==> src/rtl/core/sqlvlc_pkg.sv <==
// ============================================================================
// SQL valid line counter package
// Shared widths, character codes, register indexes, types and helpers.
// ============================================================================
package sqlvlc_pkg;

  // Widths of the line, count, character and configuration fields.
  localparam int unsigned LineBits  = 20;
  localparam int unsigned CountBits = LineBits + 1;
  localparam int unsigned CharBits  = 16;
  localparam int unsigned CfgIdxBits  = 3;
  localparam int unsigned CfgDataBits = 20;

  // Character codes used by the scanner.
  localparam logic [CharBits-1:0] ChSpace  = 16'h0020;
  localparam logic [CharBits-1:0] ChTab    = 16'h0009;
  localparam logic [CharBits-1:0] ChCr     = 16'h000D;
  localparam logic [CharBits-1:0] ChLf     = 16'h000A;
  localparam logic [CharBits-1:0] ChNel    = 16'h0085;
  localparam logic [CharBits-1:0] ChLs     = 16'h2028;
  localparam logic [CharBits-1:0] ChPs     = 16'h2029;
  localparam logic [CharBits-1:0] ChDash   = 16'h002D;
  localparam logic [CharBits-1:0] ChSlash  = 16'h002F;
  localparam logic [CharBits-1:0] ChStar   = 16'h002A;
  localparam logic [CharBits-1:0] ChSQuote = 16'h0027;
  localparam logic [CharBits-1:0] ChDQuote = 16'h0022;
  localparam logic [CharBits-1:0] ChBslash = 16'h005C;

  // Configuration register indexes.
  typedef enum logic [CfgIdxBits-1:0] {
    RegStartLine  = 3'd0,
    RegStartCount = 3'd1,
    RegTargetLine = 3'd2,
    RegExtEol     = 3'd3
  } reg_idx_e;

  // Scan modes carried across lines.
  typedef enum logic [1:0] {
    ModeNormal  = 2'd0,
    ModeSQuote  = 2'd1,
    ModeDQuote  = 2'd2,
    ModeComment = 2'd3
  } mode_e;

  // Configuration register contents.
  typedef struct packed {
    logic [LineBits-1:0] start_line;
    logic [LineBits-1:0] start_count;
    logic [LineBits-1:0] target_line;
    logic                ext_eol;
  } cfg_t;

  // One input request.
  typedef struct packed {
    logic                cmd;
    logic [CharBits-1:0] ch;
    logic [CharBits-1:0] next_ch;
    logic                last_in_line;
  } item_t;

  // One result, with a flag that says whether the item produced it.
  typedef struct packed {
    logic                 valid;
    logic [LineBits-1:0]  line_number;
    logic                 line_valid;
    logic [CountBits-1:0] valid_count;
    logic                 target_reached;
  } result_t;

  // True for a line delimiter; the extended set is enabled by ext_eol.
  function automatic logic is_delim(input logic [CharBits-1:0] c, input logic ext);
    is_delim = (c == ChCr) || (c == ChLf) ||
               (ext && ((c == ChNel) || (c == ChLs) || (c == ChPs)));
  endfunction

endpackage

==> src/rtl/core/sqlvlc_item_if.sv <==
// ============================================================================
// SQL valid line counter input channel
// Character requests with a valid/ready handshake.
// ============================================================================
interface sqlvlc_item_if;
  import sqlvlc_pkg::*;

  logic                valid;
  logic                ready;
  logic                cmd;
  logic [CharBits-1:0] ch;
  logic [CharBits-1:0] next_ch;
  logic                last_in_line;

  modport source (output valid, cmd, ch, next_ch, last_in_line, input ready);
  modport sink   (input valid, cmd, ch, next_ch, last_in_line, output ready);
endinterface

==> src/rtl/core/sqlvlc_result_if.sv <==
// ============================================================================
// SQL valid line counter result channel
// One request per finished line with a valid/ready handshake.
// ============================================================================
interface sqlvlc_result_if;
  import sqlvlc_pkg::*;

  logic                 valid;
  logic                 ready;
  logic [LineBits-1:0]  line_number;
  logic                 line_valid;
  logic [CountBits-1:0] valid_count;
  logic                 target_reached;

  modport source (output valid, line_number, line_valid, valid_count, target_reached,
                  input ready);
  modport sink   (input valid, line_number, line_valid, valid_count, target_reached,
                  output ready);
endinterface

==> src/rtl/core/sqlvlc_cfg_if.sv <==
// ============================================================================
// SQL valid line counter configuration channel
// Register write requests carrying an index and write data.
// ============================================================================
interface sqlvlc_cfg_if;
  import sqlvlc_pkg::*;

  logic                   valid;
  logic                   ready;
  logic [CfgIdxBits-1:0]  index;
  logic [CfgDataBits-1:0] data;

  modport source (output valid, index, data, input ready);
  modport sink   (input valid, index, data, output ready);
endinterface

==> src/rtl/core/sqlvlc_cfg_regs.sv <==
// ============================================================================
// SQL valid line counter configuration registers
// Decodes write requests into the four configuration registers.
// ============================================================================
module sqlvlc_cfg_regs import sqlvlc_pkg::*; (
  input  logic                   clk_i,
  input  logic                   rst_ni,
  input  logic                   wr_en_i,
  input  logic [CfgIdxBits-1:0]  wr_idx_i,
  input  logic [CfgDataBits-1:0] wr_data_i,
  output cfg_t                   cfg_o
);

  cfg_t cfg_q, cfg_d;

  // Write decode; unknown indexes are ignored.
  always_comb begin
    cfg_d = cfg_q;
    if (wr_en_i) begin
      unique case (wr_idx_i)
        RegStartLine:  cfg_d.start_line  = wr_data_i[LineBits-1:0];
        RegStartCount: cfg_d.start_count = wr_data_i[LineBits-1:0];
        RegTargetLine: cfg_d.target_line = wr_data_i[LineBits-1:0];
        RegExtEol:     cfg_d.ext_eol     = wr_data_i[0];
        default: ;
      endcase
    end
  end

  always_ff @(posedge clk_i or negedge rst_ni) begin
    if (!rst_ni) begin
      cfg_q.start_line  <= '0;
      cfg_q.start_count <= '0;
      cfg_q.target_line <= LineBits'(1);
      cfg_q.ext_eol     <= 1'b0;
    end else begin
      cfg_q <= cfg_d;
    end
  end

  assign cfg_o = cfg_q;

endmodule

==> src/rtl/core/sqlvlc_scanner.sv <==
// ============================================================================
// SQL valid line counter scanner
// Holds the scan state and works out one character's effect and line result.
// ============================================================================
module sqlvlc_scanner import sqlvlc_pkg::*; (
  input  logic    clk_i,
  input  logic    rst_ni,
  input  logic    en_i,
  input  item_t   item_i,
  input  cfg_t    cfg_i,
  output result_t res_o
);

  mode_e                mode_q, mode_d;
  logic [LineBits-1:0]  lc_q, lc_d;
  logic [CountBits-1:0] vc_q, vc_d;
  logic [CharBits-1:0]  prev_q, prev_d;
  logic                 lv_q, lv_d;
  logic                 skip_q, skip_d;
  logic                 rest_q, rest_d;
  logic                 lb_q, lb_d;
  logic                 fd_q, fd_d;
  logic                 con_q, con_d;
  logic                 done_q, done_d;

  // Next state and result for the presented character.
  always_comb begin
    logic                 is_blank;
    logic                 fin_valid;
    logic [CountBits-1:0] vc_inc;
    logic [LineBits-1:0]  teff;
    logic [CharBits-1:0]  c;
    logic [CharBits-1:0]  nx;
    logic                 last;

    c    = item_i.ch;
    nx   = item_i.next_ch;
    last = item_i.last_in_line;
    is_blank = (c == ChSpace) || (c == ChTab);

    mode_d = mode_q;
    lc_d   = lc_q;
    vc_d   = vc_q;
    prev_d = prev_q;
    lv_d   = lv_q;
    skip_d = skip_q;
    rest_d = rest_q;
    lb_d   = lb_q;
    fd_d   = fd_q;
    con_d  = con_q;
    done_d = done_q;
    fin_valid = 1'b0;
    vc_inc    = vc_q;
    teff      = cfg_i.target_line;
    res_o     = '0;

    if (item_i.cmd) begin
      // Restart from the configuration registers.
      mode_d = ModeNormal;
      lc_d   = cfg_i.start_line;
      vc_d   = {1'b0, cfg_i.start_count};
      con_d  = 1'b0;
      done_d = 1'b0;
      lv_d   = 1'b0;
      prev_d = '0;
      skip_d = 1'b0;
      rest_d = 1'b0;
      lb_d   = 1'b1;
      fd_d   = 1'b1;
    end else if (!done_q) begin
      if (skip_q) begin
        skip_d = 1'b0;
      end else if (!rest_q && !(lb_q && is_blank)) begin
        // First non-blank character of the line fixes the delimiter flag.
        if (lb_q) begin
          lb_d = 1'b0;
          fd_d = is_delim(c, cfg_i.ext_eol);
        end
        prev_d = c;
        unique case (mode_q)
          ModeSQuote, ModeDQuote: begin
            lv_d = 1'b1;
            if ((c == ((mode_q == ModeSQuote) ? ChSQuote : ChDQuote)) &&
                (prev_q != ChBslash)) begin
              mode_d = ModeNormal;
            end
          end
          ModeComment: begin
            if (!last && (c == ChStar) && (nx == ChSlash)) begin
              if (con_q) lv_d = 1'b1;
              skip_d = 1'b1;
              mode_d = ModeNormal;
            end
          end
          ModeNormal: begin
            priority if (is_blank || is_delim(c, cfg_i.ext_eol)) begin
              lv_d = lv_q;
            end else if (!last && (c == ChDash) && (nx == ChDash)) begin
              lv_d   = 1'b1;
              rest_d = 1'b1;
            end else if (!last && (c == ChSlash) && (nx == ChStar)) begin
              skip_d = 1'b1;
              mode_d = ModeComment;
              con_d  = (lc_q != LineBits'(1));
            end else if (c == ChSQuote) begin
              mode_d = ModeSQuote;
            end else if (c == ChDQuote) begin
              mode_d = ModeDQuote;
            end else begin
              lv_d = 1'b1;
            end
          end
          default: ;
        endcase
      end

      // End of line: judge the line, count it and emit the result.
      if (last) begin
        fin_valid = lv_d;
        if (mode_d == ModeComment) begin
          if (con_d) fin_valid = 1'b1;
          if (fd_d)  fin_valid = 1'b0;
        end
        if (teff == '0) teff = LineBits'(1);
        if (fin_valid && (vc_q != {CountBits{1'b1}})) vc_inc = vc_q + CountBits'(1);
        res_o.valid          = 1'b1;
        res_o.line_number    = lc_q;
        res_o.line_valid     = fin_valid;
        res_o.valid_count    = vc_inc;
        res_o.target_reached = fin_valid && (vc_inc > {1'b0, teff});
        done_d = res_o.target_reached;
        vc_d   = vc_inc;
        lc_d   = lc_q + LineBits'(1);
        lv_d   = 1'b0;
        prev_d = '0;
        skip_d = 1'b0;
        rest_d = 1'b0;
        lb_d   = 1'b1;
        fd_d   = 1'b1;
      end
    end
  end

  // Scan state, updated once per accepted request.
  always_ff @(posedge clk_i or negedge rst_ni) begin
    if (!rst_ni) begin
      mode_q <= ModeNormal;
      lc_q   <= '0;
      vc_q   <= '0;
      prev_q <= '0;
      lv_q   <= 1'b0;
      skip_q <= 1'b0;
      rest_q <= 1'b0;
      lb_q   <= 1'b1;
      fd_q   <= 1'b1;
      con_q  <= 1'b0;
      done_q <= 1'b0;
    end else if (en_i) begin
      mode_q <= mode_d;
      lc_q   <= lc_d;
      vc_q   <= vc_d;
      prev_q <= prev_d;
      lv_q   <= lv_d;
      skip_q <= skip_d;
      rest_q <= rest_d;
      lb_q   <= lb_d;
      fd_q   <= fd_d;
      con_q  <= con_d;
      done_q <= done_d;
    end
  end

  // A restart always returns to normal mode with counting enabled.
  a_restart_clears: assert property (@(posedge clk_i) disable iff (!rst_ni)
    en_i && item_i.cmd |=> mode_q == ModeNormal && !done_q && !con_q)
    else $error("restart did not clear the scan state");

  // A line that reaches the target stops counting.
  a_reach_sets_done: assert property (@(posedge clk_i) disable iff (!rst_ni)
    en_i && res_o.valid && res_o.target_reached |=> done_q)
    else $error("target reached without setting the done flag");

  // Once done, characters leave the counters alone.
  a_done_holds: assert property (@(posedge clk_i) disable iff (!rst_ni)
    en_i && done_q && !item_i.cmd |=> $stable(lc_q) && $stable(vc_q))
    else $error("counters moved after the target was reached");

  // The valid count never falls between restarts.
  a_count_monotonic: assert property (@(posedge clk_i) disable iff (!rst_ni)
    en_i && !item_i.cmd |=> vc_q >= $past(vc_q))
    else $error("valid line count decreased");

  // No result is produced while done or on a restart.
  a_no_result_idle: assert property (@(posedge clk_i) disable iff (!rst_ni)
    (done_q || item_i.cmd) |-> !res_o.valid)
    else $error("result produced while counting is stopped");

endmodule

==> src/rtl/core/sql_valid_line_counter_unit.sv <==
// ============================================================================
// SQL valid line counter
// Scans SQL text one code unit per request and counts lines that hold code.
// ============================================================================
// Channel   Dir  Handshake         Payload
// item_i    in   valid / ready     cmd, ch, next_ch, last_in_line
// result_o  out  valid / ready     line_number, line_valid, valid_count, target_reached
// cfg_i     in   valid / ready     index, data (ready always high)
//
// Each request passes an input register and then the scanner logic into the
// result register, which presents the result; one request is taken a cycle
// while no stalled result blocks it.
// The scan state is registered and fed back, which sets the rate of one per cycle.
// Reset loads the configuration defaults and a restarted scan state.
// A stalled result blocks only requests that would produce a further result.
// ============================================================================
module sql_valid_line_counter_unit import sqlvlc_pkg::*; (
  input  logic            clk_i,
  input  logic            rst_ni,
  sqlvlc_item_if.sink     item_i,
  sqlvlc_result_if.source result_o,
  sqlvlc_cfg_if.sink      cfg_i
);

  cfg_t    cfg;
  result_t res;
  item_t   item_q;
  logic    in_valid_q;
  logic    adv;
  logic    out_valid_q, out_valid_d;
  result_t out_q;

  // Configuration writes are always taken.
  assign cfg_i.ready = 1'b1;

  sqlvlc_cfg_regs u_cfg (
    .clk_i     (clk_i),
    .rst_ni    (rst_ni),
    .wr_en_i   (cfg_i.valid),
    .wr_idx_i  (cfg_i.index),
    .wr_data_i (cfg_i.data),
    .cfg_o     (cfg)
  );

  // Advance when the held request has no result or the result register is free.
  assign adv = in_valid_q && (!out_valid_q || result_o.ready || !res.valid);
  assign item_i.ready = !in_valid_q || adv;

  // Input register.
  always_ff @(posedge clk_i or negedge rst_ni) begin
    if (!rst_ni) begin
      in_valid_q <= 1'b0;
    end else if (item_i.ready) begin
      in_valid_q <= item_i.valid;
    end
  end

  always_ff @(posedge clk_i) begin
    if (item_i.valid && item_i.ready) begin
      item_q.cmd          <= item_i.cmd;
      item_q.ch           <= item_i.ch;
      item_q.next_ch      <= item_i.next_ch;
      item_q.last_in_line <= item_i.last_in_line;
    end
  end

  sqlvlc_scanner u_scan (
    .clk_i  (clk_i),
    .rst_ni (rst_ni),
    .en_i   (adv),
    .item_i (item_q),
    .cfg_i  (cfg),
    .res_o  (res)
  );

  // Result register.
  always_comb begin
    out_valid_d = out_valid_q;
    if (result_o.ready) out_valid_d = 1'b0;
    if (adv && res.valid) out_valid_d = 1'b1;
  end

  always_ff @(posedge clk_i or negedge rst_ni) begin
    if (!rst_ni) begin
      out_valid_q <= 1'b0;
    end else begin
      out_valid_q <= out_valid_d;
    end
  end

  always_ff @(posedge clk_i) begin
    if (adv && res.valid) begin
      out_q <= res;
    end
  end

  assign result_o.valid          = out_valid_q;
  assign result_o.line_number    = out_q.line_number;
  assign result_o.line_valid     = out_q.line_valid;
  assign result_o.valid_count    = out_q.valid_count;
  assign result_o.target_reached = out_q.target_reached;

endmodule
==> src/flat_wrapper.sv <==
// flat-port wrapper written by rule: the top's interface ports become plain ports
module sql_valid_line_counter_unit_flat import sqlvlc_pkg::*;
  (clk_i, rst_ni, item_i_valid, item_i_cmd, item_i_ch, item_i_next_ch, item_i_last_in_line, item_i_ready, result_o_valid, result_o_line_number, result_o_line_valid, result_o_valid_count, result_o_target_reached, result_o_ready, cfg_i_valid, cfg_i_index, cfg_i_data, cfg_i_ready);
  sqlvlc_item_if item_i_i ();
  sqlvlc_result_if result_o_i ();
  sqlvlc_cfg_if cfg_i_i ();
  input  logic clk_i;
  input  logic rst_ni;
  input wire logic [$bits(item_i_i.valid)-1:0] item_i_valid;
  input wire logic [$bits(item_i_i.cmd)-1:0] item_i_cmd;
  input wire logic [$bits(item_i_i.ch)-1:0] item_i_ch;
  input wire logic [$bits(item_i_i.next_ch)-1:0] item_i_next_ch;
  input wire logic [$bits(item_i_i.last_in_line)-1:0] item_i_last_in_line;
  output wire logic [$bits(item_i_i.ready)-1:0] item_i_ready;
  output wire logic [$bits(result_o_i.valid)-1:0] result_o_valid;
  output wire logic [$bits(result_o_i.line_number)-1:0] result_o_line_number;
  output wire logic [$bits(result_o_i.line_valid)-1:0] result_o_line_valid;
  output wire logic [$bits(result_o_i.valid_count)-1:0] result_o_valid_count;
  output wire logic [$bits(result_o_i.target_reached)-1:0] result_o_target_reached;
  input wire logic [$bits(result_o_i.ready)-1:0] result_o_ready;
  input wire logic [$bits(cfg_i_i.valid)-1:0] cfg_i_valid;
  input wire logic [$bits(cfg_i_i.index)-1:0] cfg_i_index;
  input wire logic [$bits(cfg_i_i.data)-1:0] cfg_i_data;
  output wire logic [$bits(cfg_i_i.ready)-1:0] cfg_i_ready;
  assign item_i_i.valid = item_i_valid;
  assign item_i_i.cmd = item_i_cmd;
  assign item_i_i.ch = item_i_ch;
  assign item_i_i.next_ch = item_i_next_ch;
  assign item_i_i.last_in_line = item_i_last_in_line;
  assign item_i_ready = item_i_i.ready;
  assign result_o_valid = result_o_i.valid;
  assign result_o_line_number = result_o_i.line_number;
  assign result_o_line_valid = result_o_i.line_valid;
  assign result_o_valid_count = result_o_i.valid_count;
  assign result_o_target_reached = result_o_i.target_reached;
  assign result_o_i.ready = result_o_ready;
  assign cfg_i_i.valid = cfg_i_valid;
  assign cfg_i_i.index = cfg_i_index;
  assign cfg_i_i.data = cfg_i_data;
  assign cfg_i_ready = cfg_i_i.ready;
  sql_valid_line_counter_unit u_core (.clk_i(clk_i), .rst_ni(rst_ni), .item_i(item_i_i), .result_o(result_o_i), .cfg_i(cfg_i_i));
endmodule
==> config.mk <==
export PLATFORM = sky130hd
export DESIGN_NAME = sql_valid_line_counter_unit_flat
export DESIGN_NICKNAME = d
export VERILOG_FILES = /design/src/rtl/core/sqlvlc_pkg.sv /design/src/rtl/core/sqlvlc_item_if.sv /design/src/rtl/core/sqlvlc_result_if.sv /design/src/rtl/core/sqlvlc_cfg_if.sv /design/src/rtl/core/sqlvlc_cfg_regs.sv /design/src/rtl/core/sqlvlc_scanner.sv /design/src/rtl/core/sql_valid_line_counter_unit.sv /design/src/flat_wrapper.sv
export SDC_FILE = /design/constraint.sdc
export NUM_CORES = 1
export LEC_CHECK = 0
export BUFFER_PORTS_ARGS = -buffer_cell sky130_fd_sc_hd__buf_2
export CORE_ASPECT_RATIO = 1.4
export CORE_MARGIN = 5
export CORE_UTILIZATION = 50
export CTS_CLUSTER_SIZE = 20
export DETAILED_ROUTE_END_ITERATION = 10
export MAX_ROUTING_LAYER = met4
export PLACE_DENSITY = 0.68
export SLEW_MARGIN = 10
export SYNTH_ARGS = -nofsm -noshare
export SYNTH_HDL_FRONTEND = slang
export SYNTH_SLANG_ARGS = --single-unit
==> constraint.sdc <==
create_clock -name clk_i -period 11.13 [get_ports clk_i]
set_clock_uncertainty 0.15 [all_clocks]
set_input_delay 0.5565 -clock clk_i [delete_from_list [all_inputs] [get_ports clk_i]]
set_output_delay 0.5565 -clock clk_i [all_outputs]
set_load 0.01 [all_outputs]
# --- Yosys cells after proc, flatten, opt, wreduce, memory -nomap -nowiden ---
# Index checks and enable logic that the tools add are counted.
classes:
  multipliers: 0
  muxes: 102
  n_eq_ne: 29
  n_lt_le_gt_ge: 1
  div_mod_pow: 0
  n_bitwise: 1
  n_addsub: 2
  n_reduce_logical: 48
  n_shift: 0
ops:
  columns: ["operator", "n"]
  rows:
  - ["$mux 21", 7]
  - ["$eq 16x6->1 const B", 9]
  - ["$mux 20", 7]
  - ["$mux 44", 3]
  - ["$mux 16", 5]
  - ["$mux 1", 63]
  - ["$eq 16x4->1 const B", 3]
  - ["$eq 16x14->1 const B", 2]
  - ["$mux 2", 13]
  - ["$add 21x1->21 const B", 1]
  - ["$gt 21x20->1", 1]
  - ["$ne 21x21->1 const B", 1]
  - ["$add 20x1->20 const B", 1]
  - ["$logic_not 20->1", 1]
  - ["$ne 20x1->1 const B", 1]
  - ["$eq 16x6->1", 1]
  - ["$eq 16x8->1 const B", 1]
  - ["$ne 16x7->1 const B", 1]
  - ["$logic_and 1x1->1", 15]
  - ["$reduce_and 2->1", 5]
  - ["$logic_or 1x1->1", 9]
  - ["$reduce_bool 3->1", 3]
  - ["$reduce_and 7->1", 1]
  - ["$eq 2x2->1 const B", 3]
  - ["18 further kinds", 26]
totals:
  mem_bits_ro: 0
  input_bits: 62
  ramBits: 0
  mem_count: 0
  word_cells: 208
  output_inout_bits: 46
  regBits: 206
  latch_bits: 0

# --- Depth between registers and ports, before layout ---
# Gate-level depths: netlist of run 1.
depth:
  word_depth: 33
  mapped_depth: 22

# --- Cells and area by module ---
# From an unflattened synthesis of run 1, not the netlist that was laid out.
unflattened:
  cells_unflattened: 893
  hier_area_um2: 10405.0
modules_own_cells:
  columns: ["module", "area_per_inst_um2", "cells_per_inst", "n_inst"]
  rows:
  - ["sqlvlc_scanner", 5405.2, 672, 1]
  - ["sqlvlc_cfg_regs", 2570.0, 132, 1]
  - ["sql_valid_line_counter_unit", 2429.8, 89, 1]

# --- Worst setup path after synthesis of run 1 ---
# Ideal clock, no wire load.
synth_path:
  path_kind: "flip-flop to flip-flop"
  start: "reg u_core.item_q[21] (netlist name)"
  end: "reg u_core.out_q (netlist bit u_core.result_o.target_reached) (data pin)"
  n_path_buf: 2
  path_stages_with_launch: 21
  setup_time_ps: 255
  arrival_time_ps: 4181
  setup_slack_ps: 6544
  required_time_ps: 10725
  cell_sequence: "edfxtp_1 or3_1 or3_4 nor4_4 and3_1 a2bb2oi_1 a32o_2 nand2_2 buf_2 buf_2 o31ai_1 nand2_1 ha_1 a21o_1 a21o_1 a21oi_1 o211ai_1 a21oi_1 o21ai_0 a221o_1 and2_1"
synth_between:
  elab_chain_cells: 25
  word_cells_on_any_way: 78
synth_rtl:
  columns: ["item", "line_no", "text"]
  rows:
  - ["from (decl)", "sql_valid_line_counter_unit.sv:27", "item_t item_q;"]
  - ["parallel branches: the longest is 14 deep, another holds $eq 16x6->1", null, null]
  - ["$mux 1 (*)", "sqlvlc_scanner.sv:120", "if (mode_d == ModeComment) begin"]
  - ["$mux 1 (*)", "sqlvlc_scanner.sv:118", "if (last) begin"]
  - ["$mux 1 (*)", "sqlvlc_scanner.sv:70", "end else if (!done_q) begin"]
  - ["$mux 1 (*)", "sqlvlc_scanner.sv:57", "if (item_i.cmd) begin"]
  - ["$logic_and 1x1->1", "sqlvlc_scanner.sv:125", "if (fin_valid && (vc_q != {CountBits{1'b1}})) vc_inc = vc_q + CountBits'(1);"]
  - ["$mux 21", "sqlvlc_scanner.sv:125", null]
  - ["$mux 21", "sqlvlc_scanner.sv:118", null]
  - ["$mux 21", "sqlvlc_scanner.sv:70", null]
  - ["$mux 21", "sqlvlc_scanner.sv:57", null]
  - ["$gt 21x20->1", "sqlvlc_scanner.sv:130", "res_o.target_reached = fin_valid && (vc_inc > {1'b0, teff});"]
  - ["$logic_and 1x1->1 (*)", "sqlvlc_scanner.sv:130", null]
  - ["to (signal assigned)", "sql_valid_line_counter_unit.sv:93", "out_q <= res;"]
  - ["to (decl)", "sql_valid_line_counter_unit.sv:31", "result_t out_q;"]
# Every way passes the cells marked *. The select of a mux whose other input is x is not followed.
# A chain may end at the register's enable or synchronous reset.

# --- Worst setup path in the final report of run 1 ---
layout_path:
  start: "reg u_core.item_q[0] (netlist name)"
  end: "reg u_core.out_q (netlist bit u_core.result_o.target_reached) (data pin)"
layout_between:
  elab_chain_cells: 24
  word_cells_on_any_way: 47
layout_rtl:
  columns: ["item", "line_no", "text"]
  rows:
  - ["$logic_not 1->1", "sqlvlc_scanner.sv:89, sqlvlc_scanner.sv:98, sqlvlc_scanner.sv:101", null]
  - ["$logic_and 1x1->1 (2 in series)", "sqlvlc_scanner.sv:101", "end else if (!last && (c == ChSlash) && (nx == ChStar)) begin"]
  - ["$mux 1", "sqlvlc_scanner.sv:101", null]
  - ["$mux 1", "sqlvlc_scanner.sv:98", "end else if (!last && (c == ChDash) && (nx == ChDash)) begin"]
  - ["$mux 1", "sqlvlc_scanner.sv:96", "priority if (is_blank || is_delim(c, cfg_i.ext_eol)) begin"]
  - ["$mux 1", "sqlvlc_scanner.sv:80", "unique case (mode_q)"]
  - ["$mux 1", "sqlvlc_scanner.sv:73", "end else if (!rest_q && !(lb_q && is_blank)) begin"]
  - ["$mux 1", "sqlvlc_scanner.sv:71", "if (skip_q) begin"]
  - ["[... 7 more ...]", null, null]
  - ["$mux 1", "sqlvlc_scanner.sv:57", null]
  - ["$logic_and 1x1->1", "sqlvlc_scanner.sv:125", null]
  - ["$mux 21", "sqlvlc_scanner.sv:125", null]
  - ["$mux 21", "sqlvlc_scanner.sv:118", null]
  - ["$mux 21", "sqlvlc_scanner.sv:70", null]
  - ["$mux 21", "sqlvlc_scanner.sv:57", null]
  - ["$gt 21x20->1", "sqlvlc_scanner.sv:130", null]
  - ["$logic_and 1x1->1", "sqlvlc_scanner.sv:130", null]
# Several ways; a longest one is shown, not always the timed one. The select of a mux whose other input is x is not followed.

==> results.py, run 1 <==
metrics = {
    "outcome": {
        "run_status": "finished clean",
    },
    "yosys": {
        "ys_warn_count": 0,
        "ys_seq_area_share_pct": 53.8,
        "syn_inst": 969,
        "synth-seq-cells": 206,
        "synthFlopType": "dfrtp_1",
        "synthesis.area_sq_mm": 0.0103,
        "synth_fp_nets": 1057,
        "synth_edf_count": 77,
        "synth_cell_types": 80,
        "async_reset_ff_share_pct": 62.6,
        "avgSynthCellArea_sq_um": 10.6,
    },
    "layout": {
        "layout-drive-gt1-share_pct": 20.6,
        "areaGrowthSynthToFinish_pct": 14.7,
        "seq_area_sq_mm": 0.00554,
        "most-common-layout-cells": "dfrtp_1, buf_2, nand2_1",
        "final_cell_count_no_fill": 1330,
        "nets": 1145,
        "final_common_cell": "dfrtp_1",
        "stdcell_area_sq_mm": 0.0118,
        "multi_input_area_sq_mm": 0.00445,
        "final_util_pct": 58.0,
        "num-fill-cells": 1777,
    },
    "sta": {
        "fmax_ghz": 0.165,
        "fin_crit_ps": 6050,
        "tightest_slew_ps": 1080,
        "setup_violations": 0,
        "tns_ps": 0,
        "finalHoldViolCount": 0,
        "slew_headroom_pct": 27.5,
        "period_share_pct": 54.4,
        "timing.final.ws_setup_ps": 5080,
        "hold_ws_ps": 74.1,
        "maxSlewViolCount": 0,
        "rsz0062_at_grt": "no",
    },
    "detailed_routing": {
        "viasPerCell": 6.04,
        "ant_nets": 0,
        "wl_um": 27100,
        "dr.first_iter.drc_count": 494,
        "drc": 0,
        "firstDrtPassIters": 5,
        "wl_per_cell_um": 20.4,
        "via_count": 8031,
    },
    "cts": {
        "clock-sinks": 206,
        "cts.path.max_buffers": 3,
        "cts_setup_buffers": 0,
        "cts_resized": 0,
        "htreeDepth": 1,
        "clock_latency_ps": 510,
        "postCtsHoldBufs": 1,
        "clkTransAtPathRegs_ps": 70,
        "cts_buffers": 21,
        "cts-root-buf": "clkbuf_16",
        "cts_tree": "done",
    },
    "die": {
        "start_util_pct": 50.5,
        "core_area_sq_mm": 0.0204,
        "rows": 62,
        "die_x_um": 131,
        "die_h_um": 180,
        "dieArea_sq_mm": 0.0236,
        "top_level_ports": 108,
    },
    "placed_design": {
        "place_inst": 1289,
        "place_congestion": 0.971,
        "io_buffer_count": 106,
        "placed_area_sq_mm": 0.0111,
        "place_hpwl_um": 19400,
        "dp_slack_ps": 5150,
    },
    "critical_path": {
        "cp_cell_sequence": "nor4_1, nand4_1, nor4_2, or3_1, a31oi_1, a31oi_1, nand2_2, or4_1, nand2_1, ha_1, a21o_1, a21o_1, a21oi_1, o211ai_1, a21oi_1, o21ai_0, a221o_1, and2_1",
        "slowest_delay_ps": 930,
        "required_ps": 11240,
        "path_max_fanout": 33,
        "critPathKind": "reg -> reg",
        "cpMaxStageDelayCell": "a31oi_1",
        "crit_path_end_kind": "flip-flop",
        "arrival_ps": 6170,
        "startpoint_type": "flip-flop",
    },
    "global_routing": {
        "antenna_found_initial": 2,
        "grt_max_degree": 78,
        "first_global_vias": 8166,
        "grt_overflow_total": 0,
        "grt.total_usage_pct": 23.1,
        "grt_pass1_wl_um": 43300,
    },
    "pwr": {
        "pwr_density_cell_mw_per_mm2": 187,
        "power_mw": 2.22,
        "leakagePower_nw": 4.90,
        "ir_drop_uv": 127,
    },
    "run": {
        "cap_violations": 0,
    },
    "min_path": {
        "worst_hold_path_type": "in -> reg",
    },
}
-- area by class of cell --
cell class	instances	area share, %
clock inverter	14	1.53
antenna	2	0.0423
clock buffer	24	4.71
inverter	39	1.24
timing repair buffer	118	5.29
multi-input combinational	671	37.6
sequential	206	46.9
tap	256	2.71
-- state kept, by name, indices dropped and copies added, names as in the netlist, 2 cells and up --
signal / cells
u_core.u_scan.lc_q: 20
u_core.u_scan.mode_q: 2
u_core.result_o.valid_count: 21
u_core.u_scan.prev_q: 16
u_core.item_q: 34
u_core.u_cfg.cfg_o: 61
u_core.result_o.line_number: 20
u_core.u_scan.vc_q: 21
-- cells by family (layout without fill, tap and decap cells) --
logic type | after synthesis | count (layout) | synth area share, %
other cells | 1 | 3 | 0.0364
compound gates | 224 | 224 | 14.2
simple gates | 367 | 367 | 19.9
mux | 43 | 43 | 4.65
buf+inv | 92 | 195 | 3.47
fa+ha+maj | 26 | 26 | 3.15
xor+xnor | 10 | 10 | 0.849
flops | 206 | 206 | 53.8
-- final timing paths --
kind | from | to | slack, ps | depth (start not counted)
max | u_core.item_q[0] | u_core.result_o.target_reached | 5080 | 18
min | item_i_ch[7] | u_core.item_q[24] | 70 | 1
max reg2reg | u_core.item_q[0] | u_core.result_o.target_reached | 5080 | 18
min reg2reg | u_core.u_cfg.cfg_o[38] | u_core.u_cfg.cfg_o[38] | 350 | 1
max in group asynchronous | rst_ni | u_core.u_scan.prev_q[5] | 8810 | 3
min in group asynchronous | rst_ni | u_core.u_scan.lc_q[14] | 490 | 2
-- worst max-delay path, delay by kind of cell, from the launching register on --
kind | cells | cell delay [ps]
AOI/OAI and AO/OA | 9 | 2250
adders and majority gates | 1 | 240
DFF | 1 | 440
and+or+nand+nor | 8 | 2760
-- report_power, final --
part,total (mW),internal [mW],switching [mW]
clock network,0.756,0.454,0.302
logic,0.421,0.184,0.237
registers,1.04,0.917,0.123
-- synth_stat cells (all sizes together) (3+ instances only) --
cell type    n  area, sq um
a2111oi      4         41.3
a211oi      10         92.6
a21o         7         52.6
a21oi       48          240
a22o        18          158
a22oi        4         30.0
a2bb2oi      5         43.8
a31oi       10         62.6
a32o         3         31.3
and2        33          206
and3        22          138
and4         4         35.0
buf         11         53.8
clkbuf      42          158
dfrtp      126         3150
dfstp        3         78.8
edfxtp      77         2310
ha          26          325
inv         38          143
mux2        39          439
mux2i        4         40.0
nand2       89          337
nand2b       6         37.5
nand3       25          125
nand3b       3         22.5
nand4       23          144
nand4b       3         26.3
nor2        59          221
nor2b        5         31.3
nor3        15         80.1
nor3b        4         30.0
nor4        26          220
nor4b        7         61.3
nor4bb       5         50.1
o211a        3         30.0
o211ai       3         22.5
o21ai       71          355
o22ai       10         62.6
o31ai        7         52.6
or2          7         43.8
or3         14         92.6
or4         10         75.1
xnor2        4         35.0
xor2         6         52.6
-- routing by layer --
layer | vias to the layer above | GRT usage, % | routed length [um]
li1 | 3783 | - | -
met1 | 3918 | 25.5 | 10300
met2 | 250 | 40.0 | 13800
met3 | 80 | 3.22 | 1250
met4 | 0 | 12.7 | 1720
met5 | - | - | 0
No activity file was read; power rests on OpenSTA's default activity.
==> inputs of run 2 (changes only) <==
Settings changed: ABC_AREA set to 1, PLACE_DENSITY 0.68 to 0.71.
Clock period 11.13 ns to 5.2 ns, I/O delays scaled along.
==> results.py, run 2 <==
metrics = {
    "critical_path": {
        "slowest_delay_ps": 430,
        "critPathKind": "reg -> reg",
        "cp_common_cell": "nand2_1",
        "cpMaxStageDelayCell": "nand3_2",
        "regToRegSetupSlack_ps": 880,
        "worstReg2RegStart": "u_core.item_q[23]",
        "endpoint": "u_core.u_scan.done_q",
        "path_max_fanout": 20,
        "crit_path_end_kind": "flip-flop",
        "arrival_ps": 4600,
        "startpoint_type": "flip-flop",
        "cp-startpoint": "u_core.item_q[23]",
        "required_ps": 5480,
        "r2r-end": "u_core.u_scan.done_q",
        "rr_worst_depth": 31,
    },
    "pwr": {
        "power_mw": 6.14,
        "p_seq_share_pct": 37.3,
        "combPwrFrac_pct": 34.3,
        "internal_power_mw": 3.86,
        "pwr_density_cell_mw_per_mm2": 482,
        "p_clk_share_pct": 28.4,
        "power.switching_mw": 2.28,
        "swShare_pct": 37.1,
        "ir_drop_uv": 336,
        "leakagePower_nw": 6.00,
    },
    "cts": {
        "cts-root-buf": "clkbuf_16",
        "cts.path.max_buffers": 3,
        "clock-sinks": 206,
        "cts_buffers": 22,
        "clock_latency_ps": 510,
        "cts_tree": "done",
        "htreeDepth": 1,
        "clkTransAtPathRegs_ps": 60,
    },
    "yosys": {
        "syn_inst": 1216,
        "synthFlopType": "dfrtp_1",
        "synth_common_cells": "nand2_1, inv_1, dfrtp_1, nor2_1, o21ai_0",
        "ys_warn_count": 0,
        "yosysTopAreaCell": "dfrtp_1",
        "avgSynthCellArea_sq_um": 8.70,
        "synth_edf_count": 77,
        "synth_top_area_share_pct": 29.8,
        "async_reset_ff_share_pct": 62.6,
        "synth-seq-cells": 206,
        "synth.area.top_cells": "dfrtp_1, edfxtp_1, nand2_1",
        "synth_cell_types": 44,
        "synth_fp_nets": 1304,
        "yosysMostFrequentCell": "nand2_1",
        "synthesis.area_sq_mm": 0.0106,
        "ys_seq_area_share_pct": 52.4,
    },
    "sta": {
        "tightest_slew_ps": 1090,
        "slew_headroom_pct": 26.8,
        "maxSlewViolCount": 0,
        "fmax_ghz": 0.231,
        "rsz0062_at_grt": "no",
        "fin_crit_ps": 4320,
        "finalHoldViolCount": 0,
        "tns_ps": 0,
        "setup_violations": 0,
        "period_share_pct": 83.1,
    },
    "outcome": {
        "run_status": "finished clean",
    },
    "detailed_routing": {
        "firstDrtPassIters": 7,
        "dr.first_iter.drc_count": 704,
        "wl_per_cell_um": 17.4,
        "via_count": 8972,
        "ant_nets": 0,
        "viasPerCell": 5.44,
        "drc": 0,
        "wl_um": 28700,
    },
    "placed_design": {
        "io_buffer_count": 106,
        "place_congestion": 0.948,
        "place_hpwl_um": 20200,
    },
    "global_routing": {
        "grt_max_degree": 67,
        "antenna_found_initial": 0,
        "first_global_vias": 9096,
        "grt.total_usage_pct": 24.6,
        "grt_overflow_total": 0,
        "grt_pass1_wl_um": 46400,
    },
    "die": {
        "top_level_ports": 108,
        "die_x_um": 133,
        "rows": 63,
        "start_util_pct": 50.2,
        "dieArea_sq_mm": 0.0242,
        "core_area_sq_mm": 0.0210,
        "die_h_um": 182,
    },
    "min_path": {
        "worst_hold_path_type": "in -> reg",
    },
    "run": {
        "cap_violations": 0,
    },
    "layout": {
        "nets": 1460,
        "final_common_cell": "nand2_1",
        "layout-drive-gt1-share_pct": 17.2,
        "largest_reg_flops": 61,
        "areaGrowthSynthToFinish_pct": 20.4,
        "most-common-layout-cells": "nand2_1, inv_1, dfrtp_1",
    },
}
==> run 2: kinds of logic (layout without fill, tap and decap cells) <==
kind of cell	count (synthesis)	in the layout	synth area share [%]
flops	206	206	52.4
simple gates	546	546	23.4
buf+inv	211	383	7.93
xor+xnor	30	30	2.48
other cells	1	3	0.0355
compound gates	196	196	10.6
fa+ha+maj	26	26	3.08
==> run 2: how the worst min path moves through the flow <==
stage	start	endpoint	slack, ps	cells past startpoint
global placement	rst_ni	u_core.u_scan.lc_q[17]	290	1
finish	cfg_i_data[17]	u_core.u_cfg.cfg_o[18]	30	3
floorplan	rst_ni	u_core.in_valid_q	-190	0
detailed placement	rst_ni	u_core.u_scan.lc_q[17]	290	1
global route	cfg_i_data[19]	u_core.u_cfg.cfg_o[40]	40	3
CTS	cfg_i_data[19]	u_core.u_cfg.cfg_o[60]	10	3
==> run 2: cell type report <==
type | count | area, sq um
antenna | 2 | 5.00
fill | 1825 | 8310
clock buffer | 30 | 664
timing repair buffer | 178 | 1220
sequential | 206 | 5540
multi-input combinational | 799 | 4200
tap | 260 | 325
inverter | 165 | 619
clock inverter | 10 | 154
==> run 2: stage by stage <==
| step | hold WS [ps] | utilization, % | area, sq um | instances | setup WS, ps |
|---|---|---|---|---|---|
| after floorplan | -186 | - | 10600 | 1216 | 1700 |
| after global placement | 286 | 53.8 | 11300 | 1549 | 961 |
| after detailed placement | 287 | 53.8 | 11300 | 1549 | 930 |
| after CTS | 13.5 | 60.5 | 12700 | 1648 | 911 |
| after global routing | 39.3 | 60.5 | 12700 | 1648 | 389 |
| final | 34.4 | 60.5 | 12700 | 1650 | 880 |
==> run 2: worst max-delay path, delay by kind of cell, from the launching register on <==
kind / cells / cell delay, ps
buffers and inverters: 1 / 100
adders and majority gates: 1 / 320
AOI/OAI and AO/OA: 3 / 550
and+or+nand+nor: 26 / 2690
DFF: 1 / 410
==> run 2: timing repair <==
item                                   CTS  global route
endpoints found under the hold margin  141             0
hold buffers                            59             0
gates resized for setup                  0             0
setup buffers                            0             0
==> run 2: power groups by stage <==
| stage | registers, mW | logic (mW) | clock network (mW) |
|---|---|---|---|
| global placement | 2.30 | 2.01 | 0 |
| global route | 2.32 | 2.39 | 1.84 |
| finish | 2.29 | 2.10 | 1.75 |
| CTS | 2.28 | 2.09 | 1.77 |
| floorplan | 2.23 | 1.54 | 0 |
| detailed placement | 2.31 | 2.05 | 0 |
==> run 2: layer usage <==
metal / vias to the layer above / GRT usage (%) / routed length, um
li1: 4330 / - / -
met2: 282 / 43.8 / 15100
met5: - / - / 0
met4: 0 / 10.9 / 1330
met3: 74 / 3.09 / 1420
met1: 4286 / 27.6 / 10900
==> inputs of run 3 (changes only) <==
Settings changed: PLACE_DENSITY 0.71 to 0.68.
Clock period 5.2 ns to 4.2 ns, I/O delays scaled along.
==> results.py, run 3 (synthesis gave the netlist of run 2 again) <==
metrics = {
    "detailed_routing": {
        "via_count": 9191,
        "firstDrtPassIters": 5,
        "dr.first_iter.drc_count": 634,
        "wl_um": 29800,
        "drc": 0,
        "viasPerCell": 5.45,
        "wl_per_cell_um": 17.7,
        "ant_nets": 0,
    },
    "sta": {
        "finalHoldViolCount": 0,
        "maxSlewViolCount": 0,
        "setup_violations": 0,
        "fin_crit_ps": 4080,
        "fmax_ghz": 0.245,
        "rsz0062_at_grt": "yes",
        "tightest_slew_ps": 1060,
        "period_share_pct": 97.1,
        "slew_headroom_pct": 29.3,
    },
    "placed_design": {
        "place_hpwl_um": 20500,
        "place_congestion": 0.967,
        "place_inst": 1556,
        "io_buffer_count": 106,
    },
    "die": {
        "rows": 63,
        "dieArea_sq_mm": 0.0242,
        "top_level_ports": 108,
        "start_util_pct": 50.2,
        "die_h_um": 182,
        "die_x_um": 133,
        "core_area_sq_mm": 0.0210,
    },
    "layout": {
        "final_cell_count_no_fill": 1686,
        "largest_reg_flops": 61,
        "layout-drive-gt1-share_pct": 23.1,
        "areaGrowthSynthToFinish_pct": 26.5,
        "final_util_pct": 63.6,
        "final_common_cell": "nand2_1",
        "diodes": 0,
        "most-common-layout-cells": "nand2_1, inv_1, dfrtp_1",
        "nets": 1498,
    },
    "global_routing": {
        "first_global_vias": 8934,
        "grt.total_usage_pct": 24.5,
        "grt_pass1_wl_um": 46500,
        "grt_max_degree": 61,
        "antenna_found_initial": 0,
        "grt_overflow_total": 0,
    },
    "critical_path": {
        "path_buf_inv": 4,
        "arrival_ps": 4200,
        "cp.depth": 26,
        "rr_worst_depth": 26,
        "crit_path_end_kind": "flip-flop",
        "crit_family": "simple AND/OR/NAND/NOR gates",
        "critPathKind": "reg -> reg",
        "path_max_fanout": 5,
        "required_ps": 4320,
        "startpoint_type": "flip-flop",
        "cpMaxStageDelayCell": "or3b_2",
        "slowest_delay_ps": 440,
        "cp_common_cell": "nand2_1",
    },
    "min_path": {
        "worst_hold_path_type": "in -> async",
    },
    "cts": {
        "cts.path.max_buffers": 3,
        "clkTransAtPathRegs_ps": 60,
        "cts-root-buf": "clkbuf_16",
        "clock_latency_ps": 510,
        "clock-sinks": 206,
        "htreeDepth": 1,
        "cts_buffers": 22,
        "cts_tree": "done",
    },
    "pwr": {
        "ir_drop_uv": 393,
        "leakagePower_nw": 6.23,
        "pwr_density_cell_mw_per_mm2": 608,
    },
    "outcome": {
        "run_status": "finished clean",
    },
    "run": {
        "cap_violations": 0,
    },
}
run 3: final timing paths:
check,slack [ps],startpoint,end
min in group clk_i,260,item_i_cmd,u_core.item_q[33]
worst min register to register,330,u_core.u_cfg.cfg_o[60],u_core.u_cfg.cfg_o[60]
worst min-delay path,180,rst_ni,u_core.u_scan.lc_q[16]
worst max register to register,120,u_core.item_q[23],u_core.result_o.target_reached
max in group asynchronous,2710,rst_ni,u_core.u_scan.lb_q
worst max-delay path,120,u_core.item_q[23],u_core.result_o.target_reached
run 3: report_power, final:
| group | switching [mW] | leakage, nW | internal (mW) |
|---|---|---|---|
| clock network | 0.836 | 0.387 | 1.22 |
| logic | 1.90 | 3.50 | 1.33 |
| registers | 0.357 | 2.35 | 2.49 |
run 3: layer usage:
layer  up-vias  GRT usage [%]  routed length, um
met5         -              -                  0
met2       355           45.5              15800
li1       4398              -                  -
met4         0           7.15               1260
met3        76           2.26               1450
met1      4362           28.1              11300
run 3: final cells by class:
type,count,area (sq um)
clock inverter,11,110
clock buffer,29,682
fill,1729,7670
timing repair buffer,216,1630
multi-input combinational,799,4470
inverter,165,619
sequential,206,5550
tap,260,325
run 3: worst reg2reg max path, delay by kind of cell, from the launching register on:
family | cells | cell delay (ps)
AOI/OAI and AO/OA | 1 | 240
and+or+nand+nor | 20 | 2300
adders and majority gates | 1 | 290
buffers and inverters | 4 | 460
DFF | 1 | 410
run 3: stage by stage:
stage,TNS [ps],total power [mW],area [sq um],setup slack (ps),hold slack (ps)
3_3_place_gp,0,5.43,11400,201,185
2_1_floorplan,0,4.67,10600,697,-236
5_1_grt,-192,8.65,13400,-103,241
3_5_place_dp,0,5.48,11400,167,182
4_1_cts,0,7.61,12800,146,203
6_report,0,8.13,13400,120,175
run 3: timing repair:
item / in CTS / in global routing
hold buffers: 61 / 0
endpoints found under the setup margin: 0 / 2
buffers inserted: 0 / 25
gates resized for setup: 0 / 62
hold endpoints to repair: 154 / 0
